==> src/rtl/sampled_curve_interpolator_core_macros.svh <==
// ----------------------------------------------------------------------------
// Sampled curve interpolator assertion macros
// Concurrent check shorthands, clocked on clk and disabled while in reset.
// ----------------------------------------------------------------------------
`ifndef SAMPLED_CURVE_INTERPOLATOR_CORE_MACROS_SVH
`define SAMPLED_CURVE_INTERPOLATOR_CORE_MACROS_SVH

// Consequent must hold in the same cycle as the antecedent.
`define SCIP_ASSERT_SAME(lbl, ante, cons) \
    lbl: assert property (@(posedge clk) disable iff (!rst_n) (ante) |-> (cons)) \
        else $error("scip: same-cycle check failed");

// Consequent must hold in the cycle after the antecedent.
`define SCIP_ASSERT_NEXT(lbl, ante, cons) \
    lbl: assert property (@(posedge clk) disable iff (!rst_n) (ante) |=> (cons)) \
        else $error("scip: next-cycle check failed");

`endif

==> src/rtl/scip_pkg.sv <==
// ----------------------------------------------------------------------------
// scip_pkg
// Shared sizes, codes and types of the sampled curve interpolator.
// ----------------------------------------------------------------------------
package scip_pkg;

    localparam int MAX_POINTS = 64;
    localparam int ADDR_W     = $clog2(MAX_POINTS);
    localparam int COUNT_W    = $clog2(MAX_POINTS + 1);

    localparam int WL_W       = 16;
    localparam int SAMPLE_W   = 16;
    localparam int INT_W      = 15;
    localparam int ENTRY_W    = WL_W + INT_W;
    localparam int PROD_W     = WL_W + INT_W;
    localparam int SUM_W      = INT_W + 2;
    localparam int DIV_CNT_W  = $clog2(PROD_W + 1);

    localparam logic [INT_W-1:0] INT_MAX = {INT_W{1'b1}};

    // Request codes
    localparam logic [1:0] REQ_CLEAR = 2'd0;
    localparam logic [1:0] REQ_LOAD  = 2'd1;
    localparam logic [1:0] REQ_QUERY = 2'd2;

    // Status codes
    localparam logic [1:0] STAT_OK           = 2'd0;
    localparam logic [1:0] STAT_NO_SPECTRUM  = 2'd1;
    localparam logic [1:0] STAT_OUT_OF_ORDER = 2'd2;
    localparam logic [1:0] STAT_FULL         = 2'd3;

    typedef enum logic [3:0] {
        ST_IDLE,
        ST_SRCH_RD,
        ST_SRCH_CMP,
        ST_HI_RD,
        ST_HI_CHK,
        ST_LO_RD,
        ST_LO_CHK,
        ST_MUL,
        ST_DSTART,
        ST_DIV
    } scip_state_t;

    typedef struct packed {
        logic busy;
        logic done;
    } div_stat_t;

endpackage

==> src/rtl/scip_ram.sv <==
// ----------------------------------------------------------------------------
// scip_ram
// Generic simple dual-port RAM: one write port, one registered read port.
// ----------------------------------------------------------------------------
module scip_ram #(
    parameter int WIDTH = 8,
    parameter int DEPTH = 16
) (
    input  logic                     clk,
    input  logic                     we,
    input  logic [$clog2(DEPTH)-1:0] waddr,
    input  logic [WIDTH-1:0]         wdata,
    input  logic [$clog2(DEPTH)-1:0] raddr,
    output logic [WIDTH-1:0]         rdata
);

    logic [WIDTH-1:0] mem [DEPTH];
    logic [WIDTH-1:0] rdata_reg;

    always_ff @(posedge clk)
    begin
        if (we)
        begin
            mem[waddr] <= wdata;
        end
        rdata_reg <= mem[raddr];
    end

    assign rdata = rdata_reg;

endmodule

==> src/rtl/scip_div.sv <==
// ----------------------------------------------------------------------------
// scip_div
// Restoring serial divider, one quotient bit per cycle.
// ----------------------------------------------------------------------------
module scip_div (
    input  logic                         clk,
    input  logic                         rst_n,
    input  logic                         start,
    input  logic [scip_pkg::PROD_W-1:0]  dividend,
    input  logic [scip_pkg::WL_W-1:0]    divisor,
    output logic [scip_pkg::PROD_W-1:0]  quotient,
    output scip_pkg::div_stat_t          stat
);

    logic [scip_pkg::WL_W-1:0]      rem_reg, rem_next;
    logic [scip_pkg::PROD_W-1:0]    quo_reg, quo_next;
    logic [scip_pkg::DIV_CNT_W-1:0] cnt_reg, cnt_next;
    logic                           busy_reg, busy_next;
    logic                           done_reg, done_next;

    logic [scip_pkg::WL_W:0] trial;
    logic [scip_pkg::WL_W:0] diff;
    logic                    fits;

    always_comb
    begin
        trial     = {rem_reg, quo_reg[scip_pkg::PROD_W-1]};
        diff      = trial - {1'b0, divisor};
        fits      = (trial >= {1'b0, divisor});
        rem_next  = rem_reg;
        quo_next  = quo_reg;
        cnt_next  = cnt_reg;
        busy_next = busy_reg;
        done_next = 1'b0;
        if (start)
        begin
            rem_next  = '0;
            quo_next  = dividend;
            cnt_next  = scip_pkg::DIV_CNT_W'(scip_pkg::PROD_W);
            busy_next = 1'b1;
        end
        else if (busy_reg)
        begin
            // shift in the next dividend bit, subtract if the divisor fits
            rem_next = fits ? diff[scip_pkg::WL_W-1:0] : trial[scip_pkg::WL_W-1:0];
            quo_next = {quo_reg[scip_pkg::PROD_W-2:0], fits};
            cnt_next = cnt_reg - 1'b1;
            if (cnt_reg == scip_pkg::DIV_CNT_W'(1))
            begin
                busy_next = 1'b0;
                done_next = 1'b1;
            end
        end
    end

    always_ff @(posedge clk or negedge rst_n)
    begin
        if (!rst_n)
        begin
            cnt_reg  <= '0;
            busy_reg <= 1'b0;
            done_reg <= 1'b0;
        end
        else
        begin
            cnt_reg  <= cnt_next;
            busy_reg <= busy_next;
            done_reg <= done_next;
        end
    end

    always_ff @(posedge clk)
    begin
        rem_reg <= rem_next;
        quo_reg <= quo_next;
    end

    assign quotient  = quo_reg;
    assign stat.busy = busy_reg;
    assign stat.done = done_reg;

endmodule

==> src/rtl/sampled_curve_interpolator_core.sv <==
// ----------------------------------------------------------------------------
// sampled_curve_interpolator_core
// Piecewise linear breakpoint table with binary search and serial division.
// ----------------------------------------------------------------------------
// A beat is accepted when start is high and busy is low. Every beat gives
// exactly one result, shown on intensity_out and status for one cycle with
// done high; the receiver cannot stall, so capture it on that cycle. Clear,
// load, unused codes and queries that resolve without searching (empty or
// all-zero table, wavelength at or beyond either end) answer at once: the
// result appears in the next cycle and busy stays low, so such beats may
// follow each other in every cycle. A query that falls inside the table
// holds busy high through a binary search of S steps, where S is at most
// ceil(log2(point count + 1)), 7 for a full 64-entry table; each step costs
// a table read and a compare on the single RAM read port. Two more reads, a
// multiply and the bit-serial divider (31 quotient bits) follow. A query
// that lands exactly on a breakpoint stops after the search and one more
// read. The result of a searching query appears in the first cycle with
// busy low. Breakpoints sit in one RAM of wavelength and intensity; the
// first and last breakpoints are also held in registers for the end
// checks. The RAM needs no clearing pass: only entries below the fill
// count are ever read.
// ----------------------------------------------------------------------------
`include "sampled_curve_interpolator_core_macros.svh"

module sampled_curve_interpolator_core (
    input  logic                                clk,
    input  logic                                rst_n,
    input  logic                                start,
    input  logic [1:0]                          req_type,
    input  logic [scip_pkg::WL_W-1:0]           wavelength,
    input  logic signed [scip_pkg::SAMPLE_W-1:0] sample_intensity,
    output logic                                busy,
    output logic                                done,
    output logic [scip_pkg::INT_W-1:0]          intensity_out,
    output logic [1:0]                          status
);

    // ------------------------------------------------------------------
    // State
    // ------------------------------------------------------------------
    scip_pkg::scip_state_t state_reg, state_next;

    logic [scip_pkg::COUNT_W-1:0] count_reg, count_next;
    logic                         any_pos_reg, any_pos_next;
    logic                         done_reg, done_next;

    logic [scip_pkg::WL_W-1:0]    first_wl_reg, first_wl_next;
    logic [scip_pkg::INT_W-1:0]   first_int_reg, first_int_next;
    logic [scip_pkg::WL_W-1:0]    last_wl_reg, last_wl_next;
    logic [scip_pkg::INT_W-1:0]   last_int_reg, last_int_next;

    // query working registers
    logic [scip_pkg::WL_W-1:0]    q_wl_reg, q_wl_next;
    logic [scip_pkg::COUNT_W-1:0] lo_reg, lo_next;
    logic [scip_pkg::COUNT_W-1:0] hi_reg, hi_next;
    logic [scip_pkg::WL_W-1:0]    w1_reg, w1_next;
    logic [scip_pkg::INT_W-1:0]   i1_reg, i1_next;
    logic [scip_pkg::INT_W-1:0]   i0_reg, i0_next;
    logic [scip_pkg::WL_W-1:0]    dw_reg, dw_next;
    logic [scip_pkg::WL_W-1:0]    width_reg, width_next;
    logic [scip_pkg::INT_W-1:0]   dmag_reg, dmag_next;
    logic                         neg_reg, neg_next;
    logic [scip_pkg::PROD_W-1:0]  prod_reg, prod_next;

    // result registers
    logic [scip_pkg::INT_W-1:0]   int_out_reg, int_out_next;
    logic [1:0]                   status_reg, status_next;

    // ------------------------------------------------------------------
    // Breakpoint RAM and divider
    // ------------------------------------------------------------------
    logic                          ram_we;
    logic [scip_pkg::ADDR_W-1:0]   ram_waddr;
    logic [scip_pkg::ENTRY_W-1:0]  ram_wdata;
    logic [scip_pkg::ADDR_W-1:0]   ram_raddr;
    logic [scip_pkg::ENTRY_W-1:0]  ram_rdata;

    logic                          div_start;
    logic [scip_pkg::PROD_W-1:0]   div_quo;
    scip_pkg::div_stat_t           div_stat;

    scip_ram #(
        .WIDTH (scip_pkg::ENTRY_W),
        .DEPTH (scip_pkg::MAX_POINTS)
    ) u_table (
        .clk   (clk),
        .we    (ram_we),
        .waddr (ram_waddr),
        .wdata (ram_wdata),
        .raddr (ram_raddr),
        .rdata (ram_rdata)
    );

    scip_div u_div (
        .clk      (clk),
        .rst_n    (rst_n),
        .start    (div_start),
        .dividend (prod_reg),
        .divisor  (width_reg),
        .quotient (div_quo),
        .stat     (div_stat)
    );

    // ------------------------------------------------------------------
    // Sequencer
    // ------------------------------------------------------------------
    logic [scip_pkg::INT_W-1:0]   load_mag;
    logic [scip_pkg::COUNT_W-1:0] mid;
    logic [scip_pkg::COUNT_W-1:0] lo_m1;
    logic [scip_pkg::COUNT_W-1:0] lo_tmp;
    logic [scip_pkg::COUNT_W-1:0] hi_tmp;
    logic [scip_pkg::WL_W-1:0]    rd_wl;
    logic [scip_pkg::INT_W-1:0]   rd_int;
    logic [scip_pkg::WL_W-1:0]    di;
    logic [scip_pkg::WL_W-1:0]    di_abs;
    logic [scip_pkg::INT_W-1:0]   q15;
    logic [scip_pkg::SUM_W-1:0]   r_sum;

    always_comb
    begin
        // negative samples store as zero
        load_mag = sample_intensity[scip_pkg::SAMPLE_W-1] ? '0
                                                           : sample_intensity[scip_pkg::INT_W-1:0];
        mid    = lo_reg + ((hi_reg - lo_reg) >> 1);
        lo_m1  = lo_reg - 1'b1;
        rd_wl  = ram_rdata[scip_pkg::ENTRY_W-1:scip_pkg::INT_W];
        rd_int = ram_rdata[scip_pkg::INT_W-1:0];
        di     = {1'b0, i1_reg} - {1'b0, rd_int};
        di_abs = di[scip_pkg::WL_W-1] ? (~di + 1'b1) : di;
        q15    = div_quo[scip_pkg::INT_W-1:0];
        r_sum  = neg_reg ? ({2'b00, i0_reg} - {2'b00, q15})
                         : ({2'b00, i0_reg} + {2'b00, q15});
        lo_tmp = lo_reg;
        hi_tmp = hi_reg;

        state_next     = state_reg;
        count_next     = count_reg;
        any_pos_next   = any_pos_reg;
        done_next      = 1'b0;
        first_wl_next  = first_wl_reg;
        first_int_next = first_int_reg;
        last_wl_next   = last_wl_reg;
        last_int_next  = last_int_reg;
        q_wl_next      = q_wl_reg;
        lo_next        = lo_reg;
        hi_next        = hi_reg;
        w1_next        = w1_reg;
        i1_next        = i1_reg;
        i0_next        = i0_reg;
        dw_next        = dw_reg;
        width_next     = width_reg;
        dmag_next      = dmag_reg;
        neg_next       = neg_reg;
        prod_next      = prod_reg;
        int_out_next   = int_out_reg;
        status_next    = status_reg;

        ram_we    = 1'b0;
        ram_waddr = count_reg[scip_pkg::ADDR_W-1:0];
        ram_wdata = {wavelength, load_mag};
        ram_raddr = mid[scip_pkg::ADDR_W-1:0];
        div_start = 1'b0;

        unique case (state_reg)
            scip_pkg::ST_IDLE:
            begin
                if (start)
                begin
                    // most beats answer at once; default to a zero ok result
                    done_next    = 1'b1;
                    int_out_next = '0;
                    status_next  = scip_pkg::STAT_OK;
                    unique case (req_type)
                        scip_pkg::REQ_CLEAR:
                        begin
                            count_next   = '0;
                            any_pos_next = 1'b0;
                        end
                        scip_pkg::REQ_LOAD:
                        begin
                            if (count_reg >= scip_pkg::COUNT_W'(scip_pkg::MAX_POINTS))
                            begin
                                status_next = scip_pkg::STAT_FULL;
                            end
                            else if (count_reg != '0 && wavelength <= last_wl_reg)
                            begin
                                status_next = scip_pkg::STAT_OUT_OF_ORDER;
                            end
                            else
                            begin
                                ram_we = 1'b1;
                                if (count_reg == '0)
                                begin
                                    first_wl_next  = wavelength;
                                    first_int_next = load_mag;
                                end
                                last_wl_next  = wavelength;
                                last_int_next = load_mag;
                                count_next    = count_reg + 1'b1;
                                if (load_mag != '0)
                                begin
                                    any_pos_next = 1'b1;
                                end
                            end
                        end
                        scip_pkg::REQ_QUERY:
                        begin
                            if (count_reg == '0 || !any_pos_reg)
                            begin
                                status_next = scip_pkg::STAT_NO_SPECTRUM;
                            end
                            else if (wavelength <= first_wl_reg)
                            begin
                                int_out_next = first_int_reg;
                            end
                            else if (wavelength >= last_wl_reg)
                            begin
                                int_out_next = last_int_reg;
                            end
                            else
                            begin
                                // strictly inside: search for the upper bracket
                                done_next  = 1'b0;
                                q_wl_next  = wavelength;
                                lo_next    = '0;
                                hi_next    = count_reg;
                                state_next = scip_pkg::ST_SRCH_RD;
                            end
                        end
                        default:
                        begin
                        end
                    endcase
                end
            end

            scip_pkg::ST_SRCH_RD:
            begin
                state_next = scip_pkg::ST_SRCH_CMP;
            end

            scip_pkg::ST_SRCH_CMP:
            begin
                if (rd_wl < q_wl_reg)
                begin
                    lo_tmp = mid + 1'b1;
                end
                else
                begin
                    hi_tmp = mid;
                end
                lo_next    = lo_tmp;
                hi_next    = hi_tmp;
                state_next = (lo_tmp < hi_tmp) ? scip_pkg::ST_SRCH_RD : scip_pkg::ST_HI_RD;
            end

            scip_pkg::ST_HI_RD:
            begin
                ram_raddr  = lo_reg[scip_pkg::ADDR_W-1:0];
                state_next = scip_pkg::ST_HI_CHK;
            end

            scip_pkg::ST_HI_CHK:
            begin
                if (rd_wl == q_wl_reg)
                begin
                    // exact hit
                    int_out_next = rd_int;
                    status_next  = scip_pkg::STAT_OK;
                    done_next    = 1'b1;
                    state_next   = scip_pkg::ST_IDLE;
                end
                else
                begin
                    w1_next    = rd_wl;
                    i1_next    = rd_int;
                    state_next = scip_pkg::ST_LO_RD;
                end
            end

            scip_pkg::ST_LO_RD:
            begin
                ram_raddr  = lo_m1[scip_pkg::ADDR_W-1:0];
                state_next = scip_pkg::ST_LO_CHK;
            end

            scip_pkg::ST_LO_CHK:
            begin
                i0_next    = rd_int;
                dw_next    = q_wl_reg - rd_wl;
                width_next = w1_reg - rd_wl;
                neg_next   = di[scip_pkg::WL_W-1];
                dmag_next  = di_abs[scip_pkg::INT_W-1:0];
                state_next = scip_pkg::ST_MUL;
            end

            scip_pkg::ST_MUL:
            begin
                prod_next  = dw_reg * dmag_reg;
                state_next = scip_pkg::ST_DSTART;
            end

            scip_pkg::ST_DSTART:
            begin
                div_start  = 1'b1;
                state_next = scip_pkg::ST_DIV;
            end

            scip_pkg::ST_DIV:
            begin
                if (div_stat.done)
                begin
                    // apply the signed step and clamp to the output range
                    if (r_sum[scip_pkg::SUM_W-1])
                    begin
                        int_out_next = '0;
                    end
                    else if (r_sum[scip_pkg::SUM_W-2])
                    begin
                        int_out_next = scip_pkg::INT_MAX;
                    end
                    else
                    begin
                        int_out_next = r_sum[scip_pkg::INT_W-1:0];
                    end
                    status_next = scip_pkg::STAT_OK;
                    done_next   = 1'b1;
                    state_next  = scip_pkg::ST_IDLE;
                end
            end

            default:
            begin
                state_next = scip_pkg::ST_IDLE;
            end
        endcase
    end

    // ------------------------------------------------------------------
    // Registers
    // ------------------------------------------------------------------
    always_ff @(posedge clk or negedge rst_n)
    begin
        if (!rst_n)
        begin
            state_reg   <= scip_pkg::ST_IDLE;
            count_reg   <= '0;
            any_pos_reg <= 1'b0;
            done_reg    <= 1'b0;
        end
        else
        begin
            state_reg   <= state_next;
            count_reg   <= count_next;
            any_pos_reg <= any_pos_next;
            done_reg    <= done_next;
        end
    end

    always_ff @(posedge clk)
    begin
        first_wl_reg  <= first_wl_next;
        first_int_reg <= first_int_next;
        last_wl_reg   <= last_wl_next;
        last_int_reg  <= last_int_next;
        q_wl_reg      <= q_wl_next;
        lo_reg        <= lo_next;
        hi_reg        <= hi_next;
        w1_reg        <= w1_next;
        i1_reg        <= i1_next;
        i0_reg        <= i0_next;
        dw_reg        <= dw_next;
        width_reg     <= width_next;
        dmag_reg      <= dmag_next;
        neg_reg       <= neg_next;
        prod_reg      <= prod_next;
        int_out_reg   <= int_out_next;
        status_reg    <= status_next;
    end

    assign busy          = (state_reg != scip_pkg::ST_IDLE);
    assign done          = done_reg;
    assign intensity_out = int_out_reg;
    assign status        = status_reg;

    // ------------------------------------------------------------------
    // Assertions
    // ------------------------------------------------------------------
    // flag a result that turns a load away
    logic load_rejected;
    assign load_rejected = (status == scip_pkg::STAT_FULL)
                        || (status == scip_pkg::STAT_OUT_OF_ORDER);

    // a non-query beat always answers in the next cycle
    `SCIP_ASSERT_NEXT(a_quick_answer, start && !busy && req_type != scip_pkg::REQ_QUERY, done)

    // the search window never collapses before a read is issued
    `SCIP_ASSERT_SAME(a_search_window, state_reg == scip_pkg::ST_SRCH_RD, lo_reg < hi_reg)

    // the divider is only kicked when it is free
    `SCIP_ASSERT_SAME(a_div_free, div_start, !div_stat.busy)

    // rejected loads carry no intensity
    `SCIP_ASSERT_SAME(a_reject_zero, done && load_rejected, intensity_out == '0)

endmodule
==> config.mk <==
export PLATFORM = sky130hd
export DESIGN_NAME = sampled_curve_interpolator_core
export DESIGN_NICKNAME = d
export VERILOG_FILES = /design/src/rtl/scip_pkg.sv /design/src/rtl/scip_ram.sv /design/src/rtl/scip_div.sv /design/src/rtl/sampled_curve_interpolator_core.sv
export VERILOG_INCLUDE_DIRS = /design/src /design/src/rtl
export SDC_FILE = /design/constraint.sdc
export NUM_CORES = 2
export LEC_CHECK = 0
export BUFFER_PORTS_ARGS = -buffer_cell sky130_fd_sc_hd__buf_2
export CORE_UTILIZATION = 50
export CTS_BUF_LIST = sky130_fd_sc_hd__clkbuf_4 sky130_fd_sc_hd__clkbuf_8
export DETAILED_ROUTE_END_ITERATION = 10
export PLACE_DENSITY_LB_ADDON = 0.05
export SYNTH_ARGS = -nofsm -noshare
export SYNTH_HDL_FRONTEND = slang
export SYNTH_SLANG_ARGS = --single-unit
==> constraint.sdc <==
create_clock -name clk -period 13.67 [get_ports clk]
set_input_delay 0.6835 -clock clk [delete_from_list [all_inputs] [get_ports clk]]
set_output_delay 0.6835 -clock clk [all_outputs]
set_load 0.01 [all_outputs]
After elaboration in Yosys (flattened, before gate mapping)
Memories as Yosys holds them, arrays and structs flattened. A register that Yosys moved wholly into a read port is not among the register bits.
Cells that the tools add are included.

operators by class
  add/sub/neg operators = 13
  $mul = 1
  order comparisons = 7
  equality and inequality tests = 23
  multiplexer cells = 81
  bitwise gates (word level) = 7
  reduce and logical (&&, ||, !) cells = 22

operators with widths
  operator               count
  $mux 15                11
  $mux 7                 16
  $mux 31                2
  $sub 16x16->16         3
  $pmux 15 s3            1
  $pmux 7 s2             3
  $pmux 4 s10            1
  $le 16x16->1           2
  $sub 15x15->16         2
  $mul 16x15->31         1
  $reduce_and 6->1       5
  $mux 1                 25
  $mux 4                 6
  $ge 17x16->1           1
  $mux 17                1
  $add 15x15->16         1
  $eq 16x16->1           1
  $eq 4x3->1 const B     4
  $ge 16x16->1           1
  $lt 16x16->1           1
  $mux 16                1
  $ne 2x2->1 const B     8
  $add 15x1->15 const B  1
  $not 15->15            1
  other kinds (37)       55

storage, ports and cells
  register bits = 301
  memory bits (writable) = 1984
  memories kept = 1

memory list
  name         depth  width  rd ports  clocked after Yosys merged registers in  wr ports  RTL line        text
  u_table.mem  64     31     1         1                                        1         scip_ram.sv:17  logic [WIDTH-1:0] mem [DEPTH];

Longest topological paths before layout
  depth in word-level cells = 9
  depth in mapped cells = 24

By module
Synthesis repeated with hierarchy kept, for this count alone.

second synthesis, totals
  cell total of the unflattened synthesis = 5898
  area total of the unflattened synthesis = 101934.0 um2

by module, submodules not included
  module                           times used  cells an instance  area each (um2)  sequential area each (um2)
  scip_ram                         1           3423               76502.1          60197.7
  sampled_curve_interpolator_core  1           2171               22127.5          7352.1
  scip_div                         1           304                3304.4           1426.4

Worst setup path before layout
Ideal clock, no wire load.

  kind = register to register
  start point = reg dmag_reg[0] in the netlist's numbering
  end point = reg prod_reg[29] in the netlist's numbering, data pin
  library setup time = 0.258 ns
  arrival time = 5.958 ns
  data required time = 13.412 ns
  slack = 7.454 ns
  cell stages (with the launch flop) = 23
  path buffers = 1
  cell sequence = edfxtp_1 -> clkbuf_1 -> and2_1 -> fa_1 -> inv_1 -> fa_1 -> inv_1 -> fa_1 -> fa_1 -> fa_1 -> inv_1 -> fa_1 -> inv_1 -> ha_1 -> a21o_1 -> a21oi_1 -> or4b_1 -> a211oi_1 -> o31ai_1 -> a21o_1 -> a21o_1 -> a21oi_1 -> xnor2_1

between the ends
  longest elaborated chain between the ends = 1

ends and longest elaborated chain
  what                      RTL line                                text
  start: declaration        sampled_curve_interpolator_core.sv:61   logic [scip_pkg::INT_W-1:0] dmag_reg, dmag_next;
  start signal: assignment  sampled_curve_interpolator_core.sv:374  dmag_reg <= dmag_next;
  $mul 16x15->31            sampled_curve_interpolator_core.sv:299  prod_next = dw_reg * dmag_reg;
  end signal: assignment    sampled_curve_interpolator_core.sv:376  prod_reg <= prod_next;
  end: declaration          sampled_curve_interpolator_core.sv:63   logic [scip_pkg::PROD_W-1:0] prod_reg, prod_next;

No other way between the ends.
A chain may end at the register's enable or synchronous reset.

Final worst setup path
  start point = reg dmag_reg[7] in the netlist's numbering
  end point = reg prod_reg[29] in the netlist's numbering, data pin

Same word-level chain as after synthesis.

==> flow_metrics.tcl <==
set metrics [dict create \
    relSlewSlack_pct 2.44 \
    synth_edf_count 2249 \
    maximum_number_of_pins_on_one_net_before_global_route_repair 107 \
    syn-instance-count 6025 \
    global_route.overflow_total 0 \
    ctsResizeCount 0 \
    pre_cts_ws_ns 6.60 \
    detail_route.drc_violations 0 \
    grtUsageTotal_pct 27.7 \
    post-route-worst-setup-slack_ns 6.64 \
    die-width_um 454 \
    routed_wirelength_um 282000 \
    critPathLaunch "dmag_reg[7]" \
    antenna_found_initial 20 \
    grt_pass1_wl_um 404000 \
    synthDominantCellAreaShare_pct 66.3 \
    cp_data_arrival_time_ns 7.77 \
    core.rowCount 165 \
    path_common_cell "fa_1" \
    largest_register_ffs 1984 \
    detail_route.first_pass.iterations 6 \
    cts.path.max_buffers 4 \
    core-area_um2 202000 \
    final-instance-count-excl-fill 9372 \
    slew_viol_final 0 \
    critical_path_peak_fanout 16 \
    mappedNetlistArea_um2 102000 \
    number_of_h_tree_branching_levels 5 \
    synth_warnings 0 \
    distinct_cells_synth 80 \
    routed_met2_length_um 136000 \
    worstPathRequired_ns 14.41 \
    final_nets 6860 \
    worstSetupPathType "flop to flop" \
    clock_tree_sinks 2316 \
    layout.core_utilization_pct 56.4 \
    start_kind "flop" \
    average_wire_per_cell_in_the_routed_design_um 30.1 \
    max-cap-violations 0 \
    fin_worst_skew_ns 0.107 \
    synth_largest_area_cell "edfxtp_1" \
    fin_crit_sh_pct 51.4 \
    crit_path_cell_trace "nand2_1 > fa_1 > fa_1 > inv_1 > fa_1 > fa_1 > fa_1 > inv_1 > fa_1 > inv_1 > ha_1 > a21o_1 > a21oi_1 > or4b_1 > a211oi_1 > o31ai_1 > a21o_1 > a21o_1 > a21oi_1 > xnor2_1" \
    worst_path_max_delay_cell "edfxtp_1" \
    worst_setup_hold_path_clk_slew_ns 0.06 \
    n_fill_cell 15900 \
    synth_seq_cells 2316 \
    timing_worst_slew_pin_value_ns 1.45 \
    clock_latency_ns 1.07 \
    async_flop_share_pct 0.864 \
    timing.final.crit_period_ns 7.03 \
    end_kind "flop" \
    avgViaCountPerCell 5.93 \
    floorplan.initialDensity_pct 50.4 \
    antenna_violating_nets_post_route 0 \
    hold_viol_final 0 \
    numPortBuffers 55 \
    wl_met1_um 117000 \
    chipHeight_um 454 \
    achievable-frequency_ghz 0.142 \
    post_synthesis_sequential_area_ratio_pct 67.7 \
    io-pin-count 56 \
    cts_tree "done" \
    accumulated_negative_setup_slack_ns 0 \
    areaGrowthSynthToFinish_pct 11.9 \
    grt_pass1_vias 56700 \
    ys_top_cells_by_area "edfxtp_1, mux4_2, fa_1" \
    first_iter_violations 5709 \
    cts_root_buf "clkbuf_8" \
    outcome "finished clean" \
    die-area_um2 206000 \
    critical_path.reg2reg.startpoint "dmag_reg[7]" \
    maxUsedRoutingLayer "met5" \
    regMostFlops "u_table.mem" \
    place.detailed.instances 8653 \
    globalplace.congestion 0.859 \
    grt_setup_unrepaired "false" \
    via_count 55600 \
    synth_fp_nets 6496 \
    timing.hold.worst.start "wavelength[12]" \
    hold_path.class "input pin to flop" \
    fraction_of_layout_cells_with_a_size_suffix_above_1_pct 21.6 \
    synthesis.area_per_instance_um2 16.9 \
    met3RoutedLength_um 20000 \
    tritoncts_buffers 398 \
    critPathMaxStageDelay_ns 0.82 \
    synth_ff_type "edfxtp_1" \
    post-dp-hpwl_um 167000 \
    timing.final.setup_violations 0 \
]
cells in the mapped netlist, drive strengths merged (39+ instances only):
cell and number:
edfxtp 2249, nand2 645, mux4 496, inv 371
ha 246, fa 188, nor2 186, o21ai 177
mux2i 168, and2 155, buf 138, a21oi 130
clkbuf 127, nand3 104, xnor2 86, dfxtp 47
a21o 43, nor2b 40, nor3 39
cell families (layout without fill, tap and decap cells):
logic type,after synthesis,after routing,synth area share [%]
xor gates and xnor gates,123,123,1.06
DFF,2316,2316,67.7
and+or+nand+nor,1285,1285,5.74
adders and majority gates,434,434,6.71
buffers and inverters,638,1305,2.59
other,0,8,0
muxes,667,667,12.6
AOI/OAI and AO/OA,562,562,3.59
final timing paths:
| check | to | slack (ns) | depth (start not counted) |
|---|---|---|---|
| worst max-delay path | prod_reg[29] | 6.64 | 20 |
| worst min-delay path | u_table.mem[63][27] | 0.11 | 1 |
| worst max register to register | prod_reg[29] | 6.64 | 20 |
| worst min register to register | u_div.rem_reg[15] | 0.46 | 2 |
| max in group asynchronous | count_reg[0] | 12.75 | 2 |
| min in group asynchronous | u_div.done_reg | 0.31 | 2 |
cell type report:
| class | instances | area, um^2 | share of cell area (%) |
|---|---|---|---|
| antenna | 8 | 20.0 | 0.0175 |
| timing repair buffer | 229 | 1710 | 1.50 |
| multi-input combinational | 3071 | 31100 | 27.2 |
| clock inverter | 149 | 790 | 0.692 |
| tap | 2672 | 3340 | 2.93 |
| clock buffer | 554 | 6790 | 5.95 |
| inverter | 373 | 1400 | 1.23 |
| sequential | 2316 | 69000 | 60.5 |
stage by stage:
stage                     area, um^2  hold slack, ns
after floorplan               102000           0.388
after global placement        106000           0.435
after detailed placement      106000           0.447
after CTS                     114000        0.000279
after global routing          114000          0.0493
final                         114000           0.112
repair_timing:
action                                 in CTS  in global routing
endpoints found under the hold margin      59                  0
hold buffers                                8                  0
buffers inserted                            0                  0
worst max-delay path: cells and delay by family (launching register included):
family | cells | cell delay, ns
xor gates and xnor gates | 1 | 0.09
buffers and inverters | 3 | 0.15
DFF | 1 | 0.82
AOI/OAI and AO/OA | 7 | 1.61
and+or+nand+nor | 2 | 0.72
adders and majority gates | 7 | 3.40
cells in the final DEF (no fill, tap or decap), types with 18 or more instances in the layout:
cell | synthesis | final
nor2_4 | 0 | 68
xnor2_1 | 86 | 86
or3_1 | 18 | 18
xor2_1 | 37 | 37
a21oi_1 | 129 | 127
nor3_1 | 38 | 35
nand3_1 | 104 | 104
dfrtp_1 | 20 | 20
nor2_1 | 186 | 117
clkinv_2 | 0 | 40
buf_4 | 11 | 157
nand2_1 | 645 | 645
and2_1 | 155 | 155
nand2b_1 | 25 | 25
inv_1 | 371 | 370
mux4_2 | 496 | 496
mux2i_1 | 168 | 168
nor2b_1 | 39 | 23
buf_2 | 105 | 55
edfxtp_1 | 2249 | 2249
o221ai_1 | 33 | 32
fa_1 | 188 | 188
ha_1 | 246 | 246
clkinv_1 | 2 | 96
a21o_1 | 43 | 43
o21ai_0 | 175 | 174
a32oi_1 | 31 | 31
clkbuf_8 | 0 | 421
clkbuf_4 | 0 | 133
dfxtp_1 | 47 | 47
metal layers:
| layer | vias to the layer above | track usage (%) |
|---|---|---|
| met5 | - | 0 |
| met4 | 4 | 8.99 |
| met3 | 496 | 5.12 |
| met2 | 1975 | 44.9 |
| met1 | 29300 | 38.0 |
| li1 | 23900 | - |
Power is left out: the tool's default activity adds up to more than one toggle a clock period on the data nets, which glitch-free logic cannot reach.
